### src/rtl/ptts_pkg.sv
package ptts_pkg;

    // Field widths
    localparam int OP_W     = 3;
    localparam int ID_W     = 3;
    localparam int PERIOD_W = 16;
    localparam int DELAY_W  = 8;
    localparam int MASK_W   = 8;

    // Operation codes
    localparam logic [OP_W-1:0] OP_CREATE  = 3'd0;
    localparam logic [OP_W-1:0] OP_SUSPEND = 3'd1;
    localparam logic [OP_W-1:0] OP_RESUME  = 3'd2;
    localparam logic [OP_W-1:0] OP_DELETE  = 3'd3;
    localparam logic [OP_W-1:0] OP_TICK    = 3'd4;

    // Controller states
    typedef enum logic [1:0] {
        ST_IDLE,
        ST_EXEC,
        ST_SCAN,
        ST_DRAIN
    } state_t;

    // Commands from controller to datapath
    typedef struct packed {
        logic load;     // capture a transfer
        logic exec;     // apply a table operation
        logic scan_en;  // issue a read of the next task during a tick
    } cmd_t;

    // Status from datapath to controller
    typedef struct packed {
        logic scan_last; // the read being issued is for the last task
    } stat_t;

endpackage

### src/rtl/ptts_ctrl.sv
module ptts_ctrl (
    input  logic                      clk,
    input  logic                      rst_n,
    input  logic                      start,
    input  logic [ptts_pkg::OP_W-1:0] op,
    input  ptts_pkg::stat_t           stat,
    output ptts_pkg::cmd_t            cmd,
    output logic                      busy,
    output logic                      done
);

    ptts_pkg::state_t state_reg;
    ptts_pkg::state_t state_next;
    logic             done_reg;
    logic             done_next;

    // State and strobe registers
    always_ff @(posedge clk or negedge rst_n)
    begin
        if (!rst_n)
        begin
            state_reg <= ptts_pkg::ST_IDLE;
            done_reg  <= 1'b0;
        end
        else
        begin
            state_reg <= state_next;
            done_reg  <= done_next;
        end
    end

    // Next state and commands
    always_comb
    begin
        state_next  = state_reg;
        cmd         = '0;
        busy        = 1'b1;
        done_next   = 1'b0;
        case (state_reg)
            ptts_pkg::ST_IDLE:
            begin
                busy     = 1'b0;
                cmd.load = start;
                if (start)
                begin
                    if (op == ptts_pkg::OP_TICK)
                        state_next = ptts_pkg::ST_SCAN;
                    else if (op < ptts_pkg::OP_TICK)
                        state_next = ptts_pkg::ST_EXEC;
                end
            end
            ptts_pkg::ST_EXEC:
            begin
                cmd.exec   = 1'b1;
                state_next = ptts_pkg::ST_IDLE;
            end
            ptts_pkg::ST_SCAN:
            begin
                cmd.scan_en = 1'b1;
                if (stat.scan_last)
                    state_next = ptts_pkg::ST_DRAIN;
            end
            ptts_pkg::ST_DRAIN:
            begin
                // last task is written back this cycle; mask is final after it
                done_next  = 1'b1;
                state_next = ptts_pkg::ST_IDLE;
            end
            default:
            begin
                state_next = ptts_pkg::ST_IDLE;
            end
        endcase
    end

    assign done = done_reg;

`ifndef SYNTHESIS
    // Result strobe only follows the end of a scan
    a_done_after_drain: assert property (@(posedge clk) disable iff (!rst_n)
        done_reg |-> $past(state_reg == ptts_pkg::ST_DRAIN))
        else $error("done without a completed scan");

    // Accepted tick starts a scan
    a_tick_scans: assert property (@(posedge clk) disable iff (!rst_n)
        (start && !busy && op == ptts_pkg::OP_TICK) |=> state_reg == ptts_pkg::ST_SCAN)
        else $error("tick did not start a scan");

    // Scan ends after the last task read
    a_scan_ends: assert property (@(posedge clk) disable iff (!rst_n)
        (state_reg == ptts_pkg::ST_SCAN && stat.scan_last)
            |=> state_reg == ptts_pkg::ST_DRAIN)
        else $error("scan did not drain after last task");

    // Table operation returns to idle in the cycle after it is applied
    a_exec_once: assert property (@(posedge clk) disable iff (!rst_n)
        state_reg == ptts_pkg::ST_EXEC |=> state_reg == ptts_pkg::ST_IDLE)
        else $error("table operation did not complete");
`endif

endmodule

### src/rtl/ptts_dp.sv
module ptts_dp #(
    parameter int TASK_COUNT = 8
) (
    input  logic                          clk,
    input  logic                          rst_n,
    input  ptts_pkg::cmd_t                cmd,
    output ptts_pkg::stat_t               stat,
    input  logic [ptts_pkg::OP_W-1:0]     op,
    input  logic [ptts_pkg::ID_W-1:0]     task_id,
    input  logic [ptts_pkg::PERIOD_W-1:0] period,
    input  logic [ptts_pkg::DELAY_W-1:0]  first_delay,
    output logic [ptts_pkg::MASK_W-1:0]   fired_mask
);

    localparam int IDX_W = (TASK_COUNT > 1) ? $clog2(TASK_COUNT) : 1;

    // Captured transfer
    logic [ptts_pkg::OP_W-1:0]     op_reg;
    logic [ptts_pkg::ID_W-1:0]     id_reg;
    logic [ptts_pkg::PERIOD_W-1:0] period_reg;
    logic [ptts_pkg::DELAY_W-1:0]  delay_reg;

    // Per-task flags
    logic [TASK_COUNT-1:0] present_reg;
    logic [TASK_COUNT-1:0] ready_reg;

    // Period and countdown tables
    logic [ptts_pkg::PERIOD_W-1:0] period_mem [TASK_COUNT];
    logic [ptts_pkg::PERIOD_W-1:0] cnt_mem    [TASK_COUNT];

    // Scan pipeline: read stage, then update stage
    logic [IDX_W-1:0]              scan_idx_reg;
    logic                          s2_valid_reg;
    logic [IDX_W-1:0]              s2_idx_reg;
    logic [ptts_pkg::PERIOD_W-1:0] rd_period_reg;
    logic [ptts_pkg::PERIOD_W-1:0] rd_cnt_reg;
    logic [ptts_pkg::MASK_W-1:0]   mask_reg;
    logic [ptts_pkg::MASK_W-1:0]   mask_next;

    logic                          id_ok;
    logic [IDX_W-1:0]              id_idx;
    logic                          crt_we;
    logic                          active;
    logic                          cnt_zero;
    logic [ptts_pkg::PERIOD_W-1:0] cnt_new;

    // Operation decode
    always_comb
    begin
        id_ok    = (32'(id_reg) < TASK_COUNT);
        id_idx   = IDX_W'(id_reg);
        crt_we   = cmd.exec && id_ok && (op_reg == ptts_pkg::OP_CREATE);
        stat.scan_last = (32'(scan_idx_reg) == TASK_COUNT - 1);
    end

    // Countdown update for the task in the update stage
    always_comb
    begin
        active    = s2_valid_reg && present_reg[s2_idx_reg] && ready_reg[s2_idx_reg];
        cnt_zero  = (rd_cnt_reg == '0);
        cnt_new   = cnt_zero ? (rd_period_reg - 16'd1) : (rd_cnt_reg - 16'd1);
        mask_next = mask_reg;
        if (active && cnt_zero && (32'(s2_idx_reg) < ptts_pkg::MASK_W))
            mask_next[3'(s2_idx_reg)] = 1'b1;
    end

    // Transfer capture
    always_ff @(posedge clk)
    begin
        if (cmd.load)
        begin
            op_reg     <= op;
            id_reg     <= task_id;
            period_reg <= period;
            delay_reg  <= first_delay;
        end
    end

    // Flags, scan index, pipeline valid and mask
    always_ff @(posedge clk or negedge rst_n)
    begin
        if (!rst_n)
        begin
            present_reg  <= '0;
            ready_reg    <= '0;
            scan_idx_reg <= '0;
            s2_valid_reg <= 1'b0;
            mask_reg     <= '0;
        end
        else
        begin
            s2_valid_reg <= cmd.scan_en;
            if (cmd.load)
            begin
                scan_idx_reg <= '0;
                mask_reg     <= '0;
            end
            else
            begin
                if (cmd.scan_en && !stat.scan_last)
                    scan_idx_reg <= scan_idx_reg + IDX_W'(1);
                mask_reg <= mask_next;
            end
            if (cmd.exec && id_ok)
            begin
                case (op_reg)
                    ptts_pkg::OP_CREATE:
                    begin
                        present_reg[id_idx] <= 1'b1;
                        ready_reg[id_idx]   <= 1'b1;
                    end
                    ptts_pkg::OP_SUSPEND: ready_reg[id_idx]   <= 1'b0;
                    ptts_pkg::OP_RESUME:  ready_reg[id_idx]   <= 1'b1;
                    ptts_pkg::OP_DELETE:  present_reg[id_idx] <= 1'b0;
                    default:
                    begin
                    end
                endcase
            end
        end
    end

    // Table memories: one read port for the scan, one write port
    always_ff @(posedge clk)
    begin
        s2_idx_reg    <= scan_idx_reg;
        rd_period_reg <= period_mem[scan_idx_reg];
        rd_cnt_reg    <= cnt_mem[scan_idx_reg];
        if (crt_we)
        begin
            period_mem[id_idx] <= period_reg;
            cnt_mem[id_idx]    <= {{(ptts_pkg::PERIOD_W - ptts_pkg::DELAY_W){1'b0}}, delay_reg};
        end
        else if (active)
        begin
            cnt_mem[s2_idx_reg] <= cnt_new;
        end
    end

    assign fired_mask = mask_reg;

endmodule

### src/rtl/periodic_task_tick_scheduler.sv
// Channel   Handshake             Fields
// -------   --------------------  --------------------------------------
// command   start in, busy out    op, task_id, period, first_delay
// result    done out (strobe)     fired_mask
//
// A command transfers at a clock edge with start high and busy low.
// Create, suspend, resume and delete hold busy while the table operation is applied.
// A tick walks the task table one entry per cycle through a single read port: busy
// while it reads every entry and writes back the last, done pulses once the mask is final.
// Reset (rst_n low, asynchronous) clears all task flags; no task is present.
// The result is shown for one cycle with done and cannot be held off.
module periodic_task_tick_scheduler #(
    parameter int TASK_COUNT = 8
) (
    input  logic                          clk,
    input  logic                          rst_n,
    input  logic                          start,
    output logic                          busy,
    input  logic [ptts_pkg::OP_W-1:0]     op,
    input  logic [ptts_pkg::ID_W-1:0]     task_id,
    input  logic [ptts_pkg::PERIOD_W-1:0] period,
    input  logic [ptts_pkg::DELAY_W-1:0]  first_delay,
    output logic                          done,
    output logic [ptts_pkg::MASK_W-1:0]   fired_mask
);

    ptts_pkg::cmd_t  cmd;
    ptts_pkg::stat_t stat;

    // Sequencer
    ptts_ctrl u_ctrl (
        .clk   (clk),
        .rst_n (rst_n),
        .start (start),
        .op    (op),
        .stat  (stat),
        .cmd   (cmd),
        .busy  (busy),
        .done  (done)
    );

    // Task table and tick datapath
    ptts_dp #(
        .TASK_COUNT (TASK_COUNT)
    ) u_dp (
        .clk         (clk),
        .rst_n       (rst_n),
        .cmd         (cmd),
        .stat        (stat),
        .op          (op),
        .task_id     (task_id),
        .period      (period),
        .first_delay (first_delay),
        .fired_mask  (fired_mask)
    );

endmodule

### config.mk
export PLATFORM = sky130hd
export DESIGN_NAME = periodic_task_tick_scheduler
export DESIGN_NICKNAME = d
export VERILOG_FILES = /design/src/rtl/ptts_pkg.sv /design/src/rtl/ptts_ctrl.sv /design/src/rtl/ptts_dp.sv /design/src/rtl/periodic_task_tick_scheduler.sv
export SDC_FILE = /design/constraint.sdc
export NUM_CORES = 1
export LEC_CHECK = 0
export BUFFER_PORTS_ARGS = -buffer_cell sky130_fd_sc_hd__buf_2
export CORE_ASPECT_RATIO = 0.75
export CORE_MARGIN = 1
export CORE_UTILIZATION = 61
export DETAILED_ROUTE_END_ITERATION = 10
export PLACE_DENSITY_LB_ADDON = 0.3
export SLEW_MARGIN = 20
export SYNTH_ARGS = -nofsm -noshare
export SYNTH_HDL_FRONTEND = slang
export SYNTH_SLANG_ARGS = --single-unit
### constraint.sdc
create_clock -name clk -period 3.6 [get_ports clk]
set_input_delay 0.18 -clock clk [delete_from_list [all_inputs] [get_ports clk]]
set_output_delay 0.18 -clock clk [all_outputs]
set_load 0.01 [all_outputs]
==> results.cfg <==
[cts]
clkSlewWorstSetupHoldPaths_ns = 0.06
cts_buffer_depth = 3
htreeDepth = 2
clock-sinks = 352
cts_inserted_buffers = 34
cts_tree = yes
insertion_delay_ns = 0.52
root_buffer = clkbuf_16
cts_setup_buffers = 0

[detailed_routing]
drc = 0
ant_nets = 0
routedWlPerCell_microns = 24.2
wl_met3_microns = 2140
top_layer_used = met4
vias = 7249
via_per_inst = 6.24
drt_first_pass_iters = 5
drt-met1-wl_microns = 12000
totalWireLength_microns = 28100
drt_iter0_drc = 690
wl_met2_microns = 13200

[power]
power.share.switching_pct = 26.4
internal_power_mw = 7.67
combinationalPowerShare_pct = 16.8
cellPowerDensity_nw_per_um2 = 666
p_leak_nw = 5.23
p_clk_share_pct = 32.9
p_seq_share_pct = 50.2
power_mw = 10.4
ir_worst_vdd_uv = 588
power.switching_mw = 2.75

[run_status]
outcome = finished, final reports clean

[cells_and_area]
final-instance-count-excl-fill = 1161
drive_gt1_share_pct = 28.3
final_nets = 884
diodes = 0
fin_area_sq_um = 15600
syn_to_final_growth_pct = 15.2
largestRegisters = u_dp.cnt_mem x128, u_dp.period_mem x128

[place]
gp_congestion = 0.871
io_buffers = 42
placed_area_sq_um = 14300
dp_hpwl_microns = 16500
dp_cells = 1069

[yosys]
synth.avg_cell_area_sq_um = 18.3
yosysMostFrequentCell = edfxtp_1
seq_area_frac_synth_pct = 74.1
syn-num-nets = 778
netlist.area_leader.share_pct = 63.2
synth_edf_count = 286
synth_area_leaders = edfxtp_1 (63%), mux4_2 (11%), dfrtp_1 (5.7%)
synthesis.area_sq_um = 13600
synthCells = 742
synth_commonest_cells = edfxtp_1 (286), mux4_2 (64), nand2_1 (38), mux2_2 (36), dfxtp_1 (35)
ys_ff_latch = 352
synth_warnings = 0
ys_async_sr_fraction_pct = 8.81
synthFlopType = edfxtp_1
yosysUniqueCellTypes = 58
yosysTopAreaCell = edfxtp_1

[sta]
relSlewSlack_pct = 34.8
fmax_ghz = 0.303
finalSetupTns_ns = 0
finalCriticalPeriod_ns = 3.30
period_share_pct = 91.7
clock_skew_ns = 0.0258
tightest_slew_ns = 0.978
rsz0062_at_grt = false
hold_violations = 0
slew_viol_final = 0
final-setup-viol-count = 0

[worst_setup_path]
rr_worst_depth = 10
arrival_ns = 3.55
slowest_stage = a211oi_1
worstPathMaxFanout = 8
end_kind = register
cp_cell_sequence = or3_1, or3_4, nor2_4, a21oi_1, ha_1, nand2_1, a211oi_1, nand3_1, o31a_1, nor3_2
cp-start-kind = register
critPathKind = reg -> reg
cp.required_ns = 3.85
max_stage_delay_ns = 0.55

[worst_hold_path]
whs_path_depth = 5
hold_path_class = in -> reg

[global_routing]
track_usage_pct = 25.7
overflow = 0
grt_antenna_before_repair = 0
grt_pass1_vias = 7500
grt_pass1_wl_microns = 43200
grt_max_degree = 44

[floorplan]
fp.coreArea_sq_um = 21500
die_w_microns = 174
die_area_sq_um = 22900
ios = 43
initial_utilization_pct = 63.3
fp-row-count = 46
fp.dieH_microns = 131

[flow_run]
maxCapViolations = 0
==> through the flow <==
step | setup WS (ns) | util [%] | hold slack, ns
after CTS | 0.0948 | 72.8 | 0.136
after floorplan | 0.334 | - | -0.116
after detailed placement | 0.195 | 66.4 | 0.258
final | 0.298 | 72.9 | 0.172
after global placement | 0.460 | 66.4 | 0.243
after global routing | 0.0395 | 72.9 | 0.209
==> critical path: cells and delay by family (launching register included) <==
family | cells | cell delay, ns
adder cells (fa/ha/maj) | 1 | 0.22
AND/OR/NAND/NOR | 6 | 1.31
flip-flops | 1 | 0.34
AO/OA/AOI/OAI | 3 | 1.16
==> per-layer routing <==
layer	vias up	GRT usage [%]
li1	3155	-
met1	3713	36.9
met2	324	39.8
met3	57	5.21
met4	0	8.48
met5	-	0.219
==> cell usage in the layout (no fill, tap or decap), types with 3 or more instances in the layout <==
cell / count
edfxtp_1: 286
mux4_2: 64
buf_2: 42
nand2_1: 38
mux2_2: 36
clkbuf_16: 35
dfxtp_1: 35
nor2_1: 33
dlygate4sd3_1: 31
dfrtp_1: 29
buf_4: 26
a21oi_1: 23
o21ai_0: 16
nor3_1: 13
inv_1: 11
clkbuf_1: 9
nand3_1: 8
or3_1: 8
a31oi_1: 7
xnor2_1: 7
o21ai_1: 7
clkinv_2: 7
nor2b_1: 5
or2_2: 5
a311oi_1: 5
nor3b_1: 5
a21o_1: 5
nand2b_1: 4
nand3b_1: 4
mux2i_1: 3
o211ai_1: 3
nor3_2: 3
o21a_1: 3
o31a_1: 3
nor4_1: 3
ha_1: 3
==> kinds of logic after synthesis <==
| kind of cell | after synthesis | synth area share [%] |
|---|---|---|
| AOI/OAI and AO/OA | 86 | 4.04 |
| xor gates and xnor gates | 9 | 0.580 |
| buffers and inverters | 41 | 1.30 |
| muxes | 103 | 13.8 |
| and+or+nand+nor | 148 | 5.87 |
| adders and majority gates | 3 | 0.276 |
| DFF | 352 | 74.1 |
==> power groups by stage <==
stage | Combinational [mW] | Sequential, mW | Clock (mW)
3_3_place_gp | 1.69 | 5.30 | 0
5_1_grt | 1.89 | 5.29 | 3.62
3_5_place_dp | 1.71 | 5.31 | 0
4_1_cts | 1.76 | 5.23 | 3.47
2_1_floorplan | 1.54 | 4.95 | 0
6_report | 1.76 | 5.23 | 3.43
==> final timing paths <==
path                               startpoint                         end  slack (ns)
max reg2reg                u_dp.rd_cnt_reg[0]         u_dp.cnt_mem[4][14]        0.30
max                        u_dp.rd_cnt_reg[0]         u_dp.cnt_mem[4][14]        0.30
max in group asynchronous               rst_n        u_dp.scan_idx_reg[0]        2.81
min                                     start         u_ctrl.state_reg[1]        0.17
min in group asynchronous               rst_n  asynchronous set/reset pin        0.26
min reg2reg                          register                    register        0.49
==> layout make-up <==
class | count | area, sq um
flip-flops and latches | 352 | 10100
clock inverters | 16 | 145
multi-input cells | 349 | 3370
fillers | 1235 | 5820
inverters | 11 | 41.3
repair buffers | 100 | 736
well taps | 288 | 360
clock buffers | 45 | 923
==> timing repair <==
| action | CTS | global route |
|---|---|---|
| endpoints found under the hold margin | 62 | 0 |
| hold buffers | 31 | 0 |
| resized for setup | 0 | 1 |
| setup endpoints to repair | 0 | 8 |
No activity file was read; power rests on OpenSTA's default activity.
